==> src/sv/mlr_pkg.sv <==
// ----------------------------------------------------------------------------
// mlr_pkg
// Shared constants and helpers for the midpoint line rasterizer.
// ----------------------------------------------------------------------------
package mlr_pkg;

  localparam int COORD_BITS_DEF  = 10;
  localparam int QUEUE_DEPTH_DEF = 4;

  // action codes on the line channel
  localparam logic ACT_LOAD = 1'b0;
  localparam logic ACT_STEP = 1'b1;

  // width of one packed command between front and back for n coordinate bits:
  // three flags, three (n+1) walk fields, decision and NE step (n+3),
  // E step (n+2) and the pivot row (n)
  function automatic int cmd_bits(input int n);
    return 7 * n + 14;
  endfunction

endpackage

==> src/sv/mlr_line_if.sv <==
// ----------------------------------------------------------------------------
// mlr_line_if
// Line command channel: load a line or request its next pixel.
// ----------------------------------------------------------------------------
interface mlr_line_if #(parameter int N = mlr_pkg::COORD_BITS_DEF);
  logic         valid;
  logic         ready;
  logic         action;
  logic [N-1:0] x_start;
  logic [N-1:0] x_end;
  logic [N-1:0] y_start;
  logic [N-1:0] y_end;

  modport source (output valid, action, x_start, x_end, y_start, y_end, input ready);
  modport sink   (input valid, action, x_start, x_end, y_start, y_end, output ready);
endinterface

==> src/sv/mlr_pixel_if.sv <==
// ----------------------------------------------------------------------------
// mlr_pixel_if
// Pixel result channel.
// ----------------------------------------------------------------------------
interface mlr_pixel_if #(parameter int N = mlr_pkg::COORD_BITS_DEF);
  logic         valid;
  logic         ready;
  logic         pixel_valid;
  logic [N-1:0] pixel_x;
  logic [N-1:0] pixel_y;
  logic         last;

  modport source (output valid, pixel_valid, pixel_x, pixel_y, last, input ready);
  modport sink   (input valid, pixel_valid, pixel_x, pixel_y, last, output ready);
endinterface

==> src/sv/mlr_front.sv <==
// ----------------------------------------------------------------------------
// mlr_front
// Accepts line commands, orders endpoints, folds the line into the first
// octant and builds the walk setup. One register stage: ordering/deltas are
// registered, then slope test and decision seed are formed ahead of the queue.
// ----------------------------------------------------------------------------
module mlr_front #(
  parameter int COORD_BITS = mlr_pkg::COORD_BITS_DEF
) (
  input  logic                                      clk,
  input  logic                                      rst,
  mlr_line_if.sink                                  line_in,
  output logic                                      cmd_valid,
  output logic [mlr_pkg::cmd_bits(COORD_BITS)-1:0]  cmd,
  input  logic                                      cmd_ready
);
  import mlr_pkg::*;

  localparam int N = COORD_BITS;

  typedef struct packed {
    logic                is_load;
    logic                steep;
    logic                downward;
    logic [N:0]          walk_major;
    logic [N:0]          walk_minor;
    logic [N:0]          major_end;
    logic signed [N+2:0] decision;
    logic signed [N+1:0] step_east;
    logic signed [N+2:0] step_northeast;
    logic [N-1:0]        mirror_pivot;
  } cmd_t;

  // stage A results
  logic         a_valid;
  logic         a_is_load;
  logic         a_down;
  logic [N-1:0] a_x0;
  logic [N-1:0] a_y0;
  logic [N-1:0] a_dx;
  logic [N-1:0] a_dy;

  logic         swap;
  logic [N-1:0] x0, x1, y0, y1;
  logic         down;
  logic         a_ready;

  always_comb begin
    swap = line_in.x_start > line_in.x_end;
    x0   = swap ? line_in.x_end   : line_in.x_start;
    x1   = swap ? line_in.x_start : line_in.x_end;
    y0   = swap ? line_in.y_end   : line_in.y_start;
    y1   = swap ? line_in.y_start : line_in.y_end;
    down = y0 > y1;
  end

  assign a_ready       = !a_valid || cmd_ready;
  assign line_in.ready = a_ready;

  always_ff @(posedge clk) begin
    if (rst) begin
      a_valid <= 1'b0;
    end else if (a_ready) begin
      a_valid <= line_in.valid;
    end
    if (a_ready && line_in.valid) begin
      a_is_load <= (line_in.action == ACT_LOAD);
      a_down    <= down;
      a_x0      <= x0;
      a_y0      <= y0;
      a_dx      <= x1 - x0;
      // mirrored about the start row, the rise is y0 - y1 downward, else y1 - y0
      a_dy      <= down ? (y0 - y1) : (y1 - y0);
    end
  end

  // stage B: slope test and decision seed
  cmd_t         c;
  logic         steep;
  logic [N-1:0] dmajor;
  logic [N-1:0] dminor;

  always_comb begin
    steep            = a_dy > a_dx;
    dmajor           = steep ? a_dy : a_dx;
    dminor           = steep ? a_dx : a_dy;
    c.is_load        = a_is_load;
    c.steep          = steep;
    c.downward       = a_down;
    c.walk_major     = steep ? {1'b0, a_y0} : {1'b0, a_x0};
    c.walk_minor     = steep ? {1'b0, a_x0} : {1'b0, a_y0};
    c.major_end      = steep ? ({1'b0, a_y0} + {1'b0, a_dy}) : ({1'b0, a_x0} + {1'b0, a_dx});
    c.decision       = $signed({3'b000, dminor}) - $signed({4'b0000, dmajor[N-1:1]});
    c.step_east      = $signed({2'b00, dminor});
    c.step_northeast = $signed({3'b000, dminor}) - $signed({3'b000, dmajor});
    c.mirror_pivot   = a_y0;
  end

  assign cmd_valid = a_valid;
  assign cmd       = c;

endmodule

==> src/sv/mlr_queue.sv <==
// ----------------------------------------------------------------------------
// mlr_queue
// Small FIFO decoupling the setup front from the pixel walker.
// ----------------------------------------------------------------------------
module mlr_queue #(
  parameter int WIDTH = mlr_pkg::cmd_bits(mlr_pkg::COORD_BITS_DEF),
  parameter int DEPTH = mlr_pkg::QUEUE_DEPTH_DEF
) (
  input  logic             clk,
  input  logic             rst,
  input  logic             wr_valid,
  output logic             wr_ready,
  input  logic [WIDTH-1:0] wr_data,
  output logic             rd_valid,
  input  logic             rd_ready,
  output logic [WIDTH-1:0] rd_data
);
  import mlr_pkg::*;

  localparam int PW = (DEPTH > 1) ? $clog2(DEPTH) : 1;
  localparam int CW = $clog2(DEPTH + 1);

  logic [WIDTH-1:0] mem [DEPTH];
  logic [PW-1:0]    wr_ptr;
  logic [PW-1:0]    rd_ptr;
  logic [CW-1:0]    count;
  logic             push;
  logic             pop;

  assign wr_ready = count < CW'(DEPTH);
  assign rd_valid = count != '0;
  assign rd_data  = mem[rd_ptr];
  assign push     = wr_valid && wr_ready;
  assign pop      = rd_valid && rd_ready;

  always_ff @(posedge clk) begin
    if (rst) begin
      wr_ptr <= '0;
      rd_ptr <= '0;
      count  <= '0;
    end else begin
      if (push) begin
        wr_ptr <= (wr_ptr == PW'(DEPTH - 1)) ? '0 : wr_ptr + 1'b1;
      end
      if (pop) begin
        rd_ptr <= (rd_ptr == PW'(DEPTH - 1)) ? '0 : rd_ptr + 1'b1;
      end
      if (push && !pop) begin
        count <= count + 1'b1;
      end else if (pop && !push) begin
        count <= count - 1'b1;
      end
    end
    if (push) begin
      mem[wr_ptr] <= wr_data;
    end
  end

endmodule

==> src/sv/mlr_back.sv <==
// ----------------------------------------------------------------------------
// mlr_back
// Pixel walker: holds the octant-normalized walk, takes one E/NE step for each
// step command while busy, maps the pixel back to screen space, registers it.
// ----------------------------------------------------------------------------
module mlr_back #(
  parameter int COORD_BITS = mlr_pkg::COORD_BITS_DEF
) (
  input  logic                                      clk,
  input  logic                                      rst,
  input  logic                                      cmd_valid,
  input  logic [mlr_pkg::cmd_bits(COORD_BITS)-1:0]  cmd,
  output logic                                      cmd_ready,
  mlr_pixel_if.source                               pixel_out
);
  import mlr_pkg::*;

  localparam int N = COORD_BITS;

  typedef struct packed {
    logic                is_load;
    logic                steep;
    logic                downward;
    logic [N:0]          walk_major;
    logic [N:0]          walk_minor;
    logic [N:0]          major_end;
    logic signed [N+2:0] decision;
    logic signed [N+1:0] step_east;
    logic signed [N+2:0] step_northeast;
    logic [N-1:0]        mirror_pivot;
  } cmd_t;

  cmd_t c;
  assign c = cmd;

  // walk state
  logic                busy;
  logic                steep;
  logic                downward;
  logic [N:0]          walk_major;
  logic [N:0]          walk_minor;
  logic [N:0]          major_end;
  logic signed [N+2:0] decision;
  logic signed [N+1:0] step_east;
  logic signed [N+2:0] step_northeast;
  logic [N-1:0]        mirror_pivot;

  logic                busy_next;
  logic                steep_next;
  logic                downward_next;
  logic [N:0]          walk_major_next;
  logic [N:0]          walk_minor_next;
  logic [N:0]          major_end_next;
  logic signed [N+2:0] decision_next;
  logic signed [N+1:0] step_east_next;
  logic signed [N+2:0] step_northeast_next;
  logic [N-1:0]        mirror_pivot_next;
  logic                emit;

  // output register
  logic         out_valid;
  logic         out_pixel_valid;
  logic [N-1:0] out_x;
  logic [N-1:0] out_y;
  logic         out_last;

  logic         pop;
  logic [N:0]   row_src;
  logic [N:0]   col_src;
  logic [N:0]   mirrored;
  logic [N-1:0] px;
  logic [N-1:0] py;

  assign cmd_ready = !out_valid || pixel_out.ready;
  assign pop       = cmd_valid && cmd_ready;

  always_comb begin
    busy_next           = busy;
    steep_next          = steep;
    downward_next       = downward;
    walk_major_next     = walk_major;
    walk_minor_next     = walk_minor;
    major_end_next      = major_end;
    decision_next       = decision;
    step_east_next      = step_east;
    step_northeast_next = step_northeast;
    mirror_pivot_next   = mirror_pivot;
    emit                = 1'b0;
    if (c.is_load) begin
      steep_next          = c.steep;
      downward_next       = c.downward;
      walk_major_next     = c.walk_major;
      walk_minor_next     = c.walk_minor;
      major_end_next      = c.major_end;
      decision_next       = c.decision;
      step_east_next      = c.step_east;
      step_northeast_next = c.step_northeast;
      mirror_pivot_next   = c.mirror_pivot;
      busy_next           = c.walk_major != c.major_end;
      emit                = 1'b1;
    end else if (busy) begin
      walk_major_next = walk_major + 1'b1;
      // a tie takes the E step
      if (decision[N+2] || decision == '0) begin
        decision_next = decision + $signed({step_east[N+1], step_east});
      end else begin
        walk_minor_next = walk_minor + 1'b1;
        decision_next   = decision + step_northeast;
      end
      busy_next = walk_major_next != major_end;
      emit      = 1'b1;
    end
  end

  // back to screen space: undo y=x swap, then the fold about the pivot row
  always_comb begin
    col_src  = steep_next ? walk_minor_next : walk_major_next;
    row_src  = steep_next ? walk_major_next : walk_minor_next;
    mirrored = {mirror_pivot_next, 1'b0} - row_src;
    px       = emit ? col_src[N-1:0] : '0;
    py       = !emit ? '0 : (downward_next ? mirrored[N-1:0] : row_src[N-1:0]);
  end

  always_ff @(posedge clk) begin
    if (rst) begin
      busy      <= 1'b0;
      out_valid <= 1'b0;
    end else begin
      if (pop) begin
        busy      <= busy_next;
        out_valid <= 1'b1;
      end else if (pixel_out.ready) begin
        out_valid <= 1'b0;
      end
    end
    if (pop) begin
      steep           <= steep_next;
      downward        <= downward_next;
      walk_major      <= walk_major_next;
      walk_minor      <= walk_minor_next;
      major_end       <= major_end_next;
      decision        <= decision_next;
      step_east       <= step_east_next;
      step_northeast  <= step_northeast_next;
      mirror_pivot    <= mirror_pivot_next;
      out_pixel_valid <= emit;
      out_x           <= px;
      out_y           <= py;
      out_last        <= emit && !busy_next;
    end
  end

  assign pixel_out.valid       = out_valid;
  assign pixel_out.pixel_valid = out_pixel_valid;
  assign pixel_out.pixel_x     = out_x;
  assign pixel_out.pixel_y     = out_y;
  assign pixel_out.last        = out_last;

  a_idle_result_zero: assert property (@(posedge clk) disable iff (rst)
    out_valid && !out_pixel_valid |-> out_x == '0 && out_y == '0 && !out_last)
    else $error("idle step result carries nonzero fields");

  a_busy_not_at_end: assert property (@(posedge clk) disable iff (rst)
    busy |-> walk_major != major_end)
    else $error("walker busy at its far endpoint");

  a_pixel_when_walking: assert property (@(posedge clk) disable iff (rst)
    pop && (c.is_load || busy) |=> out_valid && out_pixel_valid)
    else $error("load or active step produced no pixel");

  a_last_ends_walk: assert property (@(posedge clk) disable iff (rst)
    pop |=> busy == !(out_last || !out_pixel_valid))
    else $error("last mark disagrees with walker state");

endmodule

==> src/sv/midpoint_line_rasterizer.sv <==
// ----------------------------------------------------------------------------
// midpoint_line_rasterizer
// Integer midpoint line rasterizer with a setup front end, a command FIFO
// and a single-step pixel walker.
// ----------------------------------------------------------------------------
// Every command on line_in (load or step) returns exactly one item on
// pixel_out, in order. A load emits the left endpoint; each step emits the
// next pixel, with last set on the far endpoint; a step with no line active
// returns pixel_valid = 0 and zero fields. One command is taken per clock while
// the FIFO has room, and one result leaves per clock when the sink is ready.
// An accepted command passes the setup register and then a FIFO entry before
// the walker loads the output register; the walker's E/NE decision update sets
// the rate. The FIFO between setup and walker holds QUEUE_DEPTH commands, so
// either side can stall without stopping the other. Both interfaces must be
// built with N equal to COORD_BITS.
module midpoint_line_rasterizer #(
  parameter int COORD_BITS  = mlr_pkg::COORD_BITS_DEF,
  parameter int QUEUE_DEPTH = mlr_pkg::QUEUE_DEPTH_DEF
) (
  input  logic        clk,
  input  logic        rst,
  mlr_line_if.sink    line_in,
  mlr_pixel_if.source pixel_out
);
  import mlr_pkg::*;

  localparam int CW = cmd_bits(COORD_BITS);

  logic          f_valid;
  logic          f_ready;
  logic [CW-1:0] f_cmd;
  logic          b_valid;
  logic          b_ready;
  logic [CW-1:0] b_cmd;

  mlr_front #(.COORD_BITS(COORD_BITS)) u_front (
    .clk       (clk),
    .rst       (rst),
    .line_in   (line_in),
    .cmd_valid (f_valid),
    .cmd       (f_cmd),
    .cmd_ready (f_ready)
  );

  mlr_queue #(.WIDTH(CW), .DEPTH(QUEUE_DEPTH)) u_queue (
    .clk      (clk),
    .rst      (rst),
    .wr_valid (f_valid),
    .wr_ready (f_ready),
    .wr_data  (f_cmd),
    .rd_valid (b_valid),
    .rd_ready (b_ready),
    .rd_data  (b_cmd)
  );

  mlr_back #(.COORD_BITS(COORD_BITS)) u_back (
    .clk       (clk),
    .rst       (rst),
    .cmd_valid (b_valid),
    .cmd       (b_cmd),
    .cmd_ready (b_ready),
    .pixel_out (pixel_out)
  );

endmodule
==> src/flat_wrapper.sv <==
// flat-port wrapper written by rule: the top's interface ports become plain ports
module midpoint_line_rasterizer_flat import mlr_pkg::*;
#(
  parameter int COORD_BITS  = mlr_pkg::COORD_BITS_DEF,
  parameter int QUEUE_DEPTH = mlr_pkg::QUEUE_DEPTH_DEF
)
  (clk, rst, line_in_valid, line_in_action, line_in_x_start, line_in_x_end, line_in_y_start, line_in_y_end, line_in_ready, pixel_out_valid, pixel_out_pixel_valid, pixel_out_pixel_x, pixel_out_pixel_y, pixel_out_last, pixel_out_ready);
  mlr_line_if line_in_i ();
  mlr_pixel_if pixel_out_i ();
  input  logic clk;
  input  logic rst;
  input wire logic [$bits(line_in_i.valid)-1:0] line_in_valid;
  input wire logic [$bits(line_in_i.action)-1:0] line_in_action;
  input wire logic [$bits(line_in_i.x_start)-1:0] line_in_x_start;
  input wire logic [$bits(line_in_i.x_end)-1:0] line_in_x_end;
  input wire logic [$bits(line_in_i.y_start)-1:0] line_in_y_start;
  input wire logic [$bits(line_in_i.y_end)-1:0] line_in_y_end;
  output wire logic [$bits(line_in_i.ready)-1:0] line_in_ready;
  output wire logic [$bits(pixel_out_i.valid)-1:0] pixel_out_valid;
  output wire logic [$bits(pixel_out_i.pixel_valid)-1:0] pixel_out_pixel_valid;
  output wire logic [$bits(pixel_out_i.pixel_x)-1:0] pixel_out_pixel_x;
  output wire logic [$bits(pixel_out_i.pixel_y)-1:0] pixel_out_pixel_y;
  output wire logic [$bits(pixel_out_i.last)-1:0] pixel_out_last;
  input wire logic [$bits(pixel_out_i.ready)-1:0] pixel_out_ready;
  assign line_in_i.valid = line_in_valid;
  assign line_in_i.action = line_in_action;
  assign line_in_i.x_start = line_in_x_start;
  assign line_in_i.x_end = line_in_x_end;
  assign line_in_i.y_start = line_in_y_start;
  assign line_in_i.y_end = line_in_y_end;
  assign line_in_ready = line_in_i.ready;
  assign pixel_out_valid = pixel_out_i.valid;
  assign pixel_out_pixel_valid = pixel_out_i.pixel_valid;
  assign pixel_out_pixel_x = pixel_out_i.pixel_x;
  assign pixel_out_pixel_y = pixel_out_i.pixel_y;
  assign pixel_out_last = pixel_out_i.last;
  assign pixel_out_i.ready = pixel_out_ready;
  midpoint_line_rasterizer #(.COORD_BITS(COORD_BITS), .QUEUE_DEPTH(QUEUE_DEPTH)) u_core (.clk(clk), .rst(rst), .line_in(line_in_i), .pixel_out(pixel_out_i));
endmodule
==> config.mk <==
export PLATFORM = sky130hd
export DESIGN_NAME = midpoint_line_rasterizer_flat
export DESIGN_NICKNAME = d
export VERILOG_FILES = /design/src/sv/mlr_pkg.sv /design/src/sv/mlr_line_if.sv /design/src/sv/mlr_pixel_if.sv /design/src/sv/mlr_front.sv /design/src/sv/mlr_queue.sv /design/src/sv/mlr_back.sv /design/src/sv/midpoint_line_rasterizer.sv /design/src/flat_wrapper.sv
export SDC_FILE = /design/constraint.sdc
export NUM_CORES = 1
export LEC_CHECK = 0
export ABC_AREA = 1
export ABC_CLOCK_PERIOD_IN_PS = 6700
export BUFFER_PORTS_ARGS = -buffer_cell sky130_fd_sc_hd__buf_2
export CORE_ASPECT_RATIO = 2
export CORE_MARGIN = 3
export CORE_UTILIZATION = 63
export CTS_CLUSTER_SIZE = 24
export DETAILED_ROUTE_END_ITERATION = 10
export HOLD_SLACK_MARGIN = 0.1
export PLACE_DENSITY = 0.81
export SYNTH_ARGS = -nofsm -noshare
export SYNTH_HDL_FRONTEND = slang
export SYNTH_SLANG_ARGS = --single-unit
==> constraint.sdc <==
create_clock -name clk -period 6.7 [get_ports clk]
set_input_delay 0.335 -clock clk [delete_from_list [all_inputs] [get_ports clk]]
set_output_delay 0.335 -clock clk [all_outputs]
set_load 0.01 [all_outputs]
# Yosys cells after proc, flatten, opt, wreduce, memory -nomap -nowiden
# Memories as Yosys holds them, arrays and structs flattened. A register that Yosys moved wholly into a read port is not among the register bits.
# Index checks and enable logic that the tools add are counted.
# totals
out_inout_bits	24
word_cells	110
reg_bits	157
n_memories	1
input_bits	45
mem_bits_rw	320
# mem_list
memory	words	width	rd	rd_ports_with_merged_regs	wr	line_no	source
u_core.u_queue.mem	4	80	1	1	1	mlr_queue.sv:23	logic [WIDTH-1:0] mem [DEPTH];
# op_classes
eq_ne	4
addsub	16
n_lt_le_gt_ge	4
n_mux	38
reduce_logical	21
bitwise	1
# ops
cell	n
two-way mux 10 bit	13
two-way mux 11 bit	6
subtractor 10 bit	4
two-way mux 13 bit	3
> comparator 10 bit	3
adder 10 x 10 -> 11 bit	2
adder 11 x 1 -> 11 bit, second input constant	2
!= test 11 bit	2
adder 13 x 12 -> 13 bit	1
adder 13 bit	1
logical NOT 13 bit	1
subtractor 10 x 10 -> 11 bit	1
subtractor 10 x 9 -> 11 bit	1
two-way mux 1 bit	10
two-way mux 2 bit	4
logical AND 1 bit	6
two-way mux 3 bit	2
nonzero test 2 bit	3
logical NOT 1 bit	5
adder 2 x 1 -> 2 bit, second input constant	2
equality test 2 bit, second input constant	2
AND reduction 2 bit	2
adder 3 x 1 -> 3 bit, second input constant	1
logical OR 1 bit	3
other kinds (4)	4

# Logic depth before layout (Yosys ltp)
# Gate-level depths: netlist of run 1.
# depth
ltp_word	8
depth_mapped	25
mapped_depth_nobuf	24

# By module
# Synthesis of run 1 repeated with hierarchy kept, for this count alone.
# unflattened
hier_cells	2536
area_unflattened_um2	25892.3
# modules_own_cells
mod	instances	seq_area_each_um2	area_each_um2	cells_each
mlr_queue	1	10269.8	13550.5	876
mlr_back	1	3133.0	6269.8	695
mlr_front	1	1281.2	6072.1	965

# Least setup slack after synthesis of run 1
# Ideal clock, no wire load.
# synth_timing
kind	register -> register
start	register u_core.u_queue.count[0]
end	register u_core.u_back.major_end[0] (enable)
setup_ps	421
setup_slack_ps	1063
required_ps	6279
path_stages_with_launch	5
t_arrival_ps	5216
cell_sequence	dfxtp_1 > nor2_1 > a21oi_1 > inv_1 > nor2_1
# synth_between
elab_chain_cells	3
# synth_rtl
item	line_no	source
start: declaration	mlr_queue.sv:26	logic [CW-1:0] count;
start signal: assignment	mlr_queue.sv:49	count <= count + 1'b1;
start signal: assignment	mlr_queue.sv:51	count <= count - 1'b1;
nonzero test 3 bit	mlr_queue.sv:31	assign rd_valid = count != '0;
logical AND 1 bit	mlr_back.sv:75	assign pop = cmd_valid && cmd_ready;
named net u_core.u_back.pop	mlr_back.sv:67	logic pop;
AND reduction 2 bit (no line)	-	
end signal: assignment	mlr_back.sv:141	major_end <= major_end_next;
end: declaration	mlr_back.sv:42	logic [N:0] major_end;
# The timed path passes the listed nets, and every way through them passes these cells.
# A chain may end at the register's enable or synchronous reset.

==> impl_metrics.yaml, run 1 <==
worst_setup_path:
  worst_reg_to_reg_setup_slack_ns: 2.01
  setup.worst_path.end_class: "register"
  reg2reg_to: "u_core.u_back.pixel_out.pixel_y[9]"
  worstPathArrival_ns: 4.98
  worstSetupStartpointType: "register"
  r2r_cells: 18
  setup.worst_path.end: "u_core.u_back.pixel_out.pixel_y[9]"
  worst_ep_required_time_ns: 6.99
  path_class: "reg2reg"
  worst-path-max-fanout: 108
cells_and_area:
  nFillCells: 2607
  drive_above_1_share_pct: 10.17
  synthToLayoutAreaGrowth_pct: 8.485
  area_of_the_multi_input_gates_sq_um: 8381
  final_nets: 2444
  insertedDiodeCount: 0
  finish.utilization_pct: 69.46
  final-seq-area_sq_um: 13490
detailed_routing:
  drt-initial-drc-count: 1414
  detail-route-antenna-nets: 0
  drt_drc_violations_left: 0
  number_of_search_and_repair_iterations_in_the_first_detailed_routing_pass: 8
  wl_met2_microns: 31470
  detailroute.via_count: 16881
  routed-wl-met3_microns: 2719
  met1_length_microns: 19390
  top_layer: "met4"
  drt-vias-per-instance: 6.048
  postRouteWirelength_microns: 58240
  wl_cell_microns: 20.87
sta:
  hold_viol: 0
  worst_slew_pin_slew_ns: 1.080
  max_freq_mhz: 213.1
  post-route-min-period_ns: 4.692
  fin_skew_ns: 0.01815
  final_min_period_over_clock_period_pct: 70.03
  grt_setup_unrepaired: "no"
  setup_tns_ns: 0
  final.hold.worst_slack_ns: 0.1202
  maxSlewViolCount: 0
  timing.max_slew.rel_slack_pct: 27.22
  report.final.setup_viol: 0
clocking:
  cts_tree: "done"
  cts_root_buffer: "sky130_fd_sc_hd__clkbuf_16"
  cts_htree_levels: 2
  clock_tree.buffer_depth: 3
  clkLatencyLatePin_ns: 0.54
  cts.sink_count: 453
  post-cts-setup-buffer-count: 0
  cts_buffers: 38
  clk_transition_reported_paths_ns: 0.07
power_and_ir_drop:
  power_leakage_nw: 9.968
  power-per-cell-area_nw_per_um2: 529.4
  vdd_ir_drop_max_mv: 0.4832
  totalPowerFinal_w: 0.01321
synthesis:
  synth_most_common_cell: "sky130_fd_sc_hd__nand2_1"
  ys.warnings.count: 0
  synth_register_bits: 453
  syn-mean-instance-area_sq_um: 10.13
  synth_cell_type_count: 59
  synth_top_area_share_pct: 57.57
  synthesis.nets: 2400
  synth-async-reset-ratio_pct: 0
  synthFlopType: "sky130_fd_sc_hd__edfxtp_1"
  synthTopCellsByArea: "sky130_fd_sc_hd__edfxtp_1 (58%), sky130_fd_sc_hd__nand2_1 (7.4%), sky130_fd_sc_hd__o21ai_0 (5.3%), sky130_fd_sc_hd__nor2_1 (4.4%), sky130_fd_sc_hd__ha_1 (4.4%)"
  mappedNetlistArea_sq_um: 23000
  synth_enable_flop_cells: 441
  synth-seq-area-share_pct: 58.62
  synth_common_cells: "sky130_fd_sc_hd__nand2_1 (451), sky130_fd_sc_hd__edfxtp_1 (441), sky130_fd_sc_hd__nor2_1 (267), sky130_fd_sc_hd__o21ai_0 (243), sky130_fd_sc_hd__inv_1 (184)"
  post_synth_inst_count: 2270
  yosysTopAreaCell: "sky130_fd_sc_hd__edfxtp_1"
die:
  fp.dieArea_sq_um: 38980
  io-pin-count: 69
  die-height_microns: 276.2
  core_area_sq_um: 35930
  start_util_pct: 64.02
  die_width_microns: 141.1
  rows: 98
outcome:
  outcome: "finished, final reports clean"
global_route:
  global_route_wire_length_before_repair_microns: 89530
  groute.usage.overall_pct: 29.70
  globalRouteOverflowTotal: 0
  grt_max_degree: 109
  antenna_found_initial: 0
  via_count_of_the_first_global_routing_pass: 16760
place:
  globalplace.congestion: 0.9453
  number_of_buffers_inserted_by_port_buffering: 68
  hpwl_microns: 41610
run:
  maxCapViolations: 0
min_path:
  hold_path_class: "in2reg"
## power breakdown
group | leakage (nW) | internal [W] | switching, W
logic | 5.15 | 0.00184 | 0.00431
clock network | 0.621 | 0.00132 | 0.000991
registers | 4.20 | 0.00440 | 0.000346
## cell type report
type                            count  area share [%]
Sequential cell                   453           54.05
Tap cell                          450           2.256
Clock inverter                     25           1.324
Inverter                          198           3.008
Clock buffer                       42           3.871
Timing Repair Buffer               85           1.905
Multi-Input combinational cell   1538           33.58
## metal layers
layer / global-route usage [%] / vias up
met5: 0 / -
met2: 54.71 / 660
met4: 19.67 / 0
met3: 3.081 / 199
li1: - / 7988
met1: 31.25 / 8034
## registers in the layout, summed over array words and instances (netlist names), 3 cells and up, named ones only
signal,count
u_core.u_back.decision,13
u_core.u_back.major_end,11
u_core.u_back.mirror_pivot,9
u_core.u_back.pixel_out.pixel_x,10
u_core.u_back.pixel_out.pixel_y,10
u_core.u_back.step_east,10
u_core.u_back.step_northeast,11
u_core.u_back.walk_major,11
u_core.u_back.walk_minor,10
u_core.u_front.a_dx,10
u_core.u_front.a_dy,10
u_core.u_front.a_x0,10
u_core.u_front.a_y0,10
u_core.u_queue.count,3
u_core.u_queue.mem,300
## through the flow
stage,area (sq um),worst slack [ns],std cells
after global placement,23630,2.089,2721
final,24950,2.008,2791
after detailed placement,23630,2.082,2721
after floorplan,23000,1.063,2270
after global routing,24950,1.602,2791
after CTS,24950,2.057,2791
## critical path, cell delays in order (launching register included)
cell and delay, ns:
sky130_fd_sc_hd__dfxtp_4 0.49, sky130_fd_sc_hd__inv_4 0.38, sky130_fd_sc_hd__buf_4 0.86, sky130_fd_sc_hd__o21ai_0 0.19
sky130_fd_sc_hd__o22ai_1 0.17, sky130_fd_sc_hd__nand2_1 0.09, sky130_fd_sc_hd__nand2_2 0.31, sky130_fd_sc_hd__inv_2 0.25
sky130_fd_sc_hd__a31oi_1 0.35, sky130_fd_sc_hd__inv_1 0.08, sky130_fd_sc_hd__ha_1 0.34, sky130_fd_sc_hd__a21oi_1 0.20
sky130_fd_sc_hd__nor2_1 0.06, sky130_fd_sc_hd__a211oi_1 0.30, sky130_fd_sc_hd__nand2_1 0.10, sky130_fd_sc_hd__nand2_1 0.07
sky130_fd_sc_hd__nand3_1 0.06, sky130_fd_sc_hd__nand2_1 0.07, sky130_fd_sc_hd__inv_1 0.04
## cell usage in the layout, fill, tap and decap left out, types with 5 or more instances in the layout
cell type	instances
sky130_fd_sc_hd__o21ai_1	23
sky130_fd_sc_hd__nor2_1	261
sky130_fd_sc_hd__inv_1	184
sky130_fd_sc_hd__o22ai_1	64
sky130_fd_sc_hd__ha_1	80
sky130_fd_sc_hd__clkinv_1	7
sky130_fd_sc_hd__nand4_1	15
sky130_fd_sc_hd__a211oi_1	10
sky130_fd_sc_hd__a31oi_1	15
sky130_fd_sc_hd__edfxtp_1	441
sky130_fd_sc_hd__nand3_2	12
sky130_fd_sc_hd__or2_2	8
sky130_fd_sc_hd__o21ai_0	243
sky130_fd_sc_hd__buf_2	68
sky130_fd_sc_hd__inv_2	9
sky130_fd_sc_hd__a21oi_1	79
sky130_fd_sc_hd__xor2_1	61
sky130_fd_sc_hd__dfxtp_1	10
sky130_fd_sc_hd__nand2_1	450
sky130_fd_sc_hd__fa_1	5
sky130_fd_sc_hd__nor2_4	6
sky130_fd_sc_hd__clkbuf_16	38
sky130_fd_sc_hd__nand3_1	72
sky130_fd_sc_hd__buf_4	14
sky130_fd_sc_hd__o21ai_2	16
sky130_fd_sc_hd__bufinv_16	7
sky130_fd_sc_hd__nor3_1	15
sky130_fd_sc_hd__xnor2_1	19
sky130_fd_sc_hd__nand2_2	22
## worst min-delay path by stage
stage                             startpoint                        end  slack [ns]  depth (start not counted)
global route              line_in_x_start[9]     u_core.u_front.a_x0[9]        0.14                          3
CTS                       line_in_x_start[9]     u_core.u_front.a_x0[9]        0.11                          3
finish                    line_in_x_start[9]     u_core.u_front.a_x0[9]        0.12                          3
floorplan                                rst   u_core.u_front.cmd_valid        0.40                          1
global placement    u_core.u_front.a_is_load  u_core.u_queue.mem[1][79]        0.46                          0
detailed placement     u_core.u_front.a_down  u_core.u_queue.mem[1][77]        0.48                          0
## cells by family (layout without fill, tap and decap cells)
group                    count (synthesis)  in the layout  synth area share (%)
XOR/XNOR                                80             80                 3.046
buffers and inverters                  279            350                 5.211
AND/OR/NAND/NOR                        879            879                 16.01
multiplexers                             2              2               0.08704
adder cells (fa/ha/maj)                 85             85                 4.787
AO/OA/AOI/OAI                          492            492                 12.24
flip-flops                             453            453                 58.62
## what timing repair did
action / 4_1_cts / 5_1_grt
gates resized for setup: 0 / 0
hold buffers: 3 / 0
endpoints found under the hold margin: 4 / 0
Power figures use the tool's default switching activity.
==> run 2, diff against run 1 <==
- ABC_CLOCK_PERIOD_IN_PS: 6700 -> 4000
- CORE_UTILIZATION: 63 -> 57
- PLACE_DENSITY: 0.81 -> 0.77
- clock period: 6.7 -> 4 ns (I/O delays scaled with it)
==> run 2 against run 1 <==
  * Clock-buffer cell count grew 9
  * Cell area grew 3.4%
  * Global-route usage shrank 3.3 points
  * Power grew 69%
  * Largest cell class unchanged
  * Sequential share of layout area shrank 1.8 points
  * Clock skew grew 0.010 ns
  * Flip-flop and latch count is the same
  * Sequential power grew 66%
  * Wire length shrank 1.9%
==> impl_metrics.yaml, run 2 (same netlist as run 1, synthesis figures left out) <==
worst_setup_path:
  worstSetupStartpointType: "register"
  rr_startpoint: "u_core.u_front.a_dx[8]"
  path_class: "reg2reg"
  start_point_of_the_critical_path: "u_core.u_front.a_dx[8]"
  setup.worst_path.end: "u_core.u_queue.mem[3][45]"
  reg2reg_to: "u_core.u_queue.mem[3][45]"
  setup.worst_path.end_class: "register"
  worstPathArrival_ns: 4.16
  worst-path-max-fanout: 38
  worst_reg_to_reg_setup_slack_ns: 0.18
  r2r_cells: 24
  worst_ep_required_time_ns: 4.34
detailed_routing:
  detail-route-antenna-nets: 0
  drt-vias-per-instance: 5.802
  drt_drc_violations_left: 0
  number_of_search_and_repair_iterations_in_the_first_detailed_routing_pass: 6
  postRouteWirelength_microns: 57150
  wl_cell_microns: 19.40
  drt-initial-drc-count: 1302
  detailroute.via_count: 17086
die:
  die-height_microns: 290.1
  core_area_sq_um: 39690
  die_width_microns: 148.0
  fp.dieArea_sq_um: 42950
  io-pin-count: 69
  rows: 103
  start_util_pct: 57.95
sta:
  timing.max_slew.rel_slack_pct: 33.04
  post-route-min-period_ns: 3.822
  maxSlewViolCount: 0
  max_freq_mhz: 261.7
  hold_viol: 0
  final_min_period_over_clock_period_pct: 95.54
  report.final.setup_viol: 0
  fin_skew_ns: 0.02841
  worst_slew_pin_slew_ns: 1.002
global_route:
  globalRouteOverflowTotal: 0
  antenna_found_initial: 0
  groute.usage.overall_pct: 26.37
  grt_max_degree: 90
  via_count_of_the_first_global_routing_pass: 16979
  global_route_wire_length_before_repair_microns: 89370
clocking:
  clock_tree.buffer_depth: 3
  cts_tree: "done"
  cts_htree_levels: 2
  clkLatencyLatePin_ns: 0.56
  cts.sink_count: 453
  post-cts-setup-buffer-count: 0
  cts_root_buffer: "sky130_fd_sc_hd__clkbuf_16"
  cts_buffers: 39
  clk_transition_reported_paths_ns: 0.07
place:
  hpwl_microns: 40400
  number_of_buffers_inserted_by_port_buffering: 68
  post_dp_area_sq_um: 24080
  globalplace.congestion: 0.9588
cells_and_area:
  largest_registers: "u_core.u_queue.mem x300, u_core.u_back.decision x13"
  layout.cells.most_common: "sky130_fd_sc_hd__nand2_1"
  top_register: "u_core.u_queue.mem"
  largest_register_ff_count: 300
  nFillCells: 3074
  final-seq-area_sq_um: 13490
  insertedDiodeCount: 0
  finish.instance_area_sq_um: 25810
  area_of_the_multi_input_gates_sq_um: 8409
  synthToLayoutAreaGrowth_pct: 12.21
  layout.cells.most_common_list: "sky130_fd_sc_hd__nand2_1 (450), sky130_fd_sc_hd__edfxtp_1 (441), sky130_fd_sc_hd__nor2_1 (262), sky130_fd_sc_hd__o21ai_0 (241), sky130_fd_sc_hd__inv_1 (184)"
  final_nets: 2520
  drive_above_1_share_pct: 11.16
power_and_ir_drop:
  power_leakage_nw: 10.34
  totalPowerFinal_w: 0.02228
  power-per-cell-area_nw_per_um2: 863.2
  vdd_ir_drop_max_mv: 0.3880
run:
  maxCapViolations: 0
outcome:
  outcome: "finished, final reports clean"
min_path:
  hold_path_class: "in2reg"
[run 2: changes by cell type in the layout (fill, tap and decap cells not counted), moves of 2 or more]
cell                            before  now
sky130_fd_sc_hd__clkinv_2            4    6
sky130_fd_sc_hd__clkbuf_16          38   40
sky130_fd_sc_hd__o21ai_1            23   25
sky130_fd_sc_hd__bufinv_16           7    4
sky130_fd_sc_hd__o21ai_0           243  241
sky130_fd_sc_hd__nand2_2            22   20
sky130_fd_sc_hd__inv_6               4    2
sky130_fd_sc_hd__dlygate4sd3_1       3   43
sky130_fd_sc_hd__clkinvlp_4          4    1
sky130_fd_sc_hd__clkbuf_1            4   11
sky130_fd_sc_hd__buf_12              0    8
sky130_fd_sc_hd__buf_4              14   41
[run 2: timing repair]
item	CTS	global route
hold buffers	43	0
endpoints found under the hold margin	35	0
resized for setup	0	7
setup endpoints to repair	0	43
[run 2: worst max-delay path, cell delays in order, from the launching register on]
cell and delay (ns):
sky130_fd_sc_hd__edfxtp_1 0.48, sky130_fd_sc_hd__inv_1 0.12, sky130_fd_sc_hd__ha_1 0.38, sky130_fd_sc_hd__nand2_1 0.15, sky130_fd_sc_hd__inv_2 0.09, sky130_fd_sc_hd__nand2_1 0.06
sky130_fd_sc_hd__inv_2 0.09, sky130_fd_sc_hd__nand4_1 0.10, sky130_fd_sc_hd__nand3_1 0.20, sky130_fd_sc_hd__nand2_8 0.18, sky130_fd_sc_hd__nand2_1 0.15, sky130_fd_sc_hd__o21ai_4 0.09
sky130_fd_sc_hd__or2_2 0.34, sky130_fd_sc_hd__nand2_1 0.10, sky130_fd_sc_hd__inv_1 0.05, sky130_fd_sc_hd__ha_1 0.17, sky130_fd_sc_hd__inv_1 0.05, sky130_fd_sc_hd__nand2_1 0.07
sky130_fd_sc_hd__nand3_1 0.08, sky130_fd_sc_hd__nand2_1 0.12, sky130_fd_sc_hd__nand3_2 0.11, sky130_fd_sc_hd__o21ai_2 0.07, sky130_fd_sc_hd__nand2_1 0.07, sky130_fd_sc_hd__nand2_1 0.05
sky130_fd_sc_hd__nor2_1 0.22
[run 2: layout make-up]
cell class                      count  share of cell area, %
Inverter                          198                  2.904
Clock inverter                     20                 0.8726
Tap cell                          525                  2.545
Sequential cell                   453                  52.26
Clock buffer                       51                  4.038
Multi-Input combinational cell   1538                  32.58
Timing Repair Buffer              160                  4.799
[run 2: stage by stage]
stage                     utilization, %  hold WS, ns  setup TNS [ns]  instances  setup WS, ns
after floorplan                        -       0.2691          -82.49       2270       -0.2750
after global placement             60.67       0.4361               0       2831        0.2317
after detailed placement           60.67       0.4477               0       2831        0.1330
after CTS                          64.94       0.1091               0       2945       0.08506
after global routing               65.02       0.1472       -0.007642       2945     -0.002846
final                              65.02       0.1302               0       2945        0.1783
[run 2: worst min path at each step]
stage | cells past startpoint | endpoint | slack (ns) | from
2_1_floorplan | 1 | u_core.u_front.cmd_valid | 0.27 | rst
3_3_place_gp | 2 | u_core.u_front.cmd_valid | 0.44 | rst
3_5_place_dp | 2 | u_core.u_front.cmd_valid | 0.45 | rst
4_1_cts | 3 | u_core.u_front.a_y0[7] | 0.11 | line_in_y_end[7]
5_1_grt | 4 | u_core.u_front.a_x0[8] | 0.15 | line_in_x_end[8]
6_report | 4 | u_core.u_front.a_x0[8] | 0.13 | line_in_x_end[8]
[run 2: per-layer routing]
| metal | vias to the layer above | wire length, microns | track usage [%] |
|---|---|---|---|
| li1 | 8148 | - | - |
| met1 | 8127 | 19860 | 28.73 |
| met5 | - | 0 | 0 |
| met2 | 638 | 31000 | 49.60 |
| met4 | 0 | 3463 | 14.21 |
| met3 | 173 | 2828 | 2.344 |
[run 2: where the power goes]
part | internal (W) | switching (W)
clock network | 0.00212 | 0.00167
registers | 0.00736 | 0.000510
logic | 0.00342 | 0.00721
total | 0.0129 | 0.00938
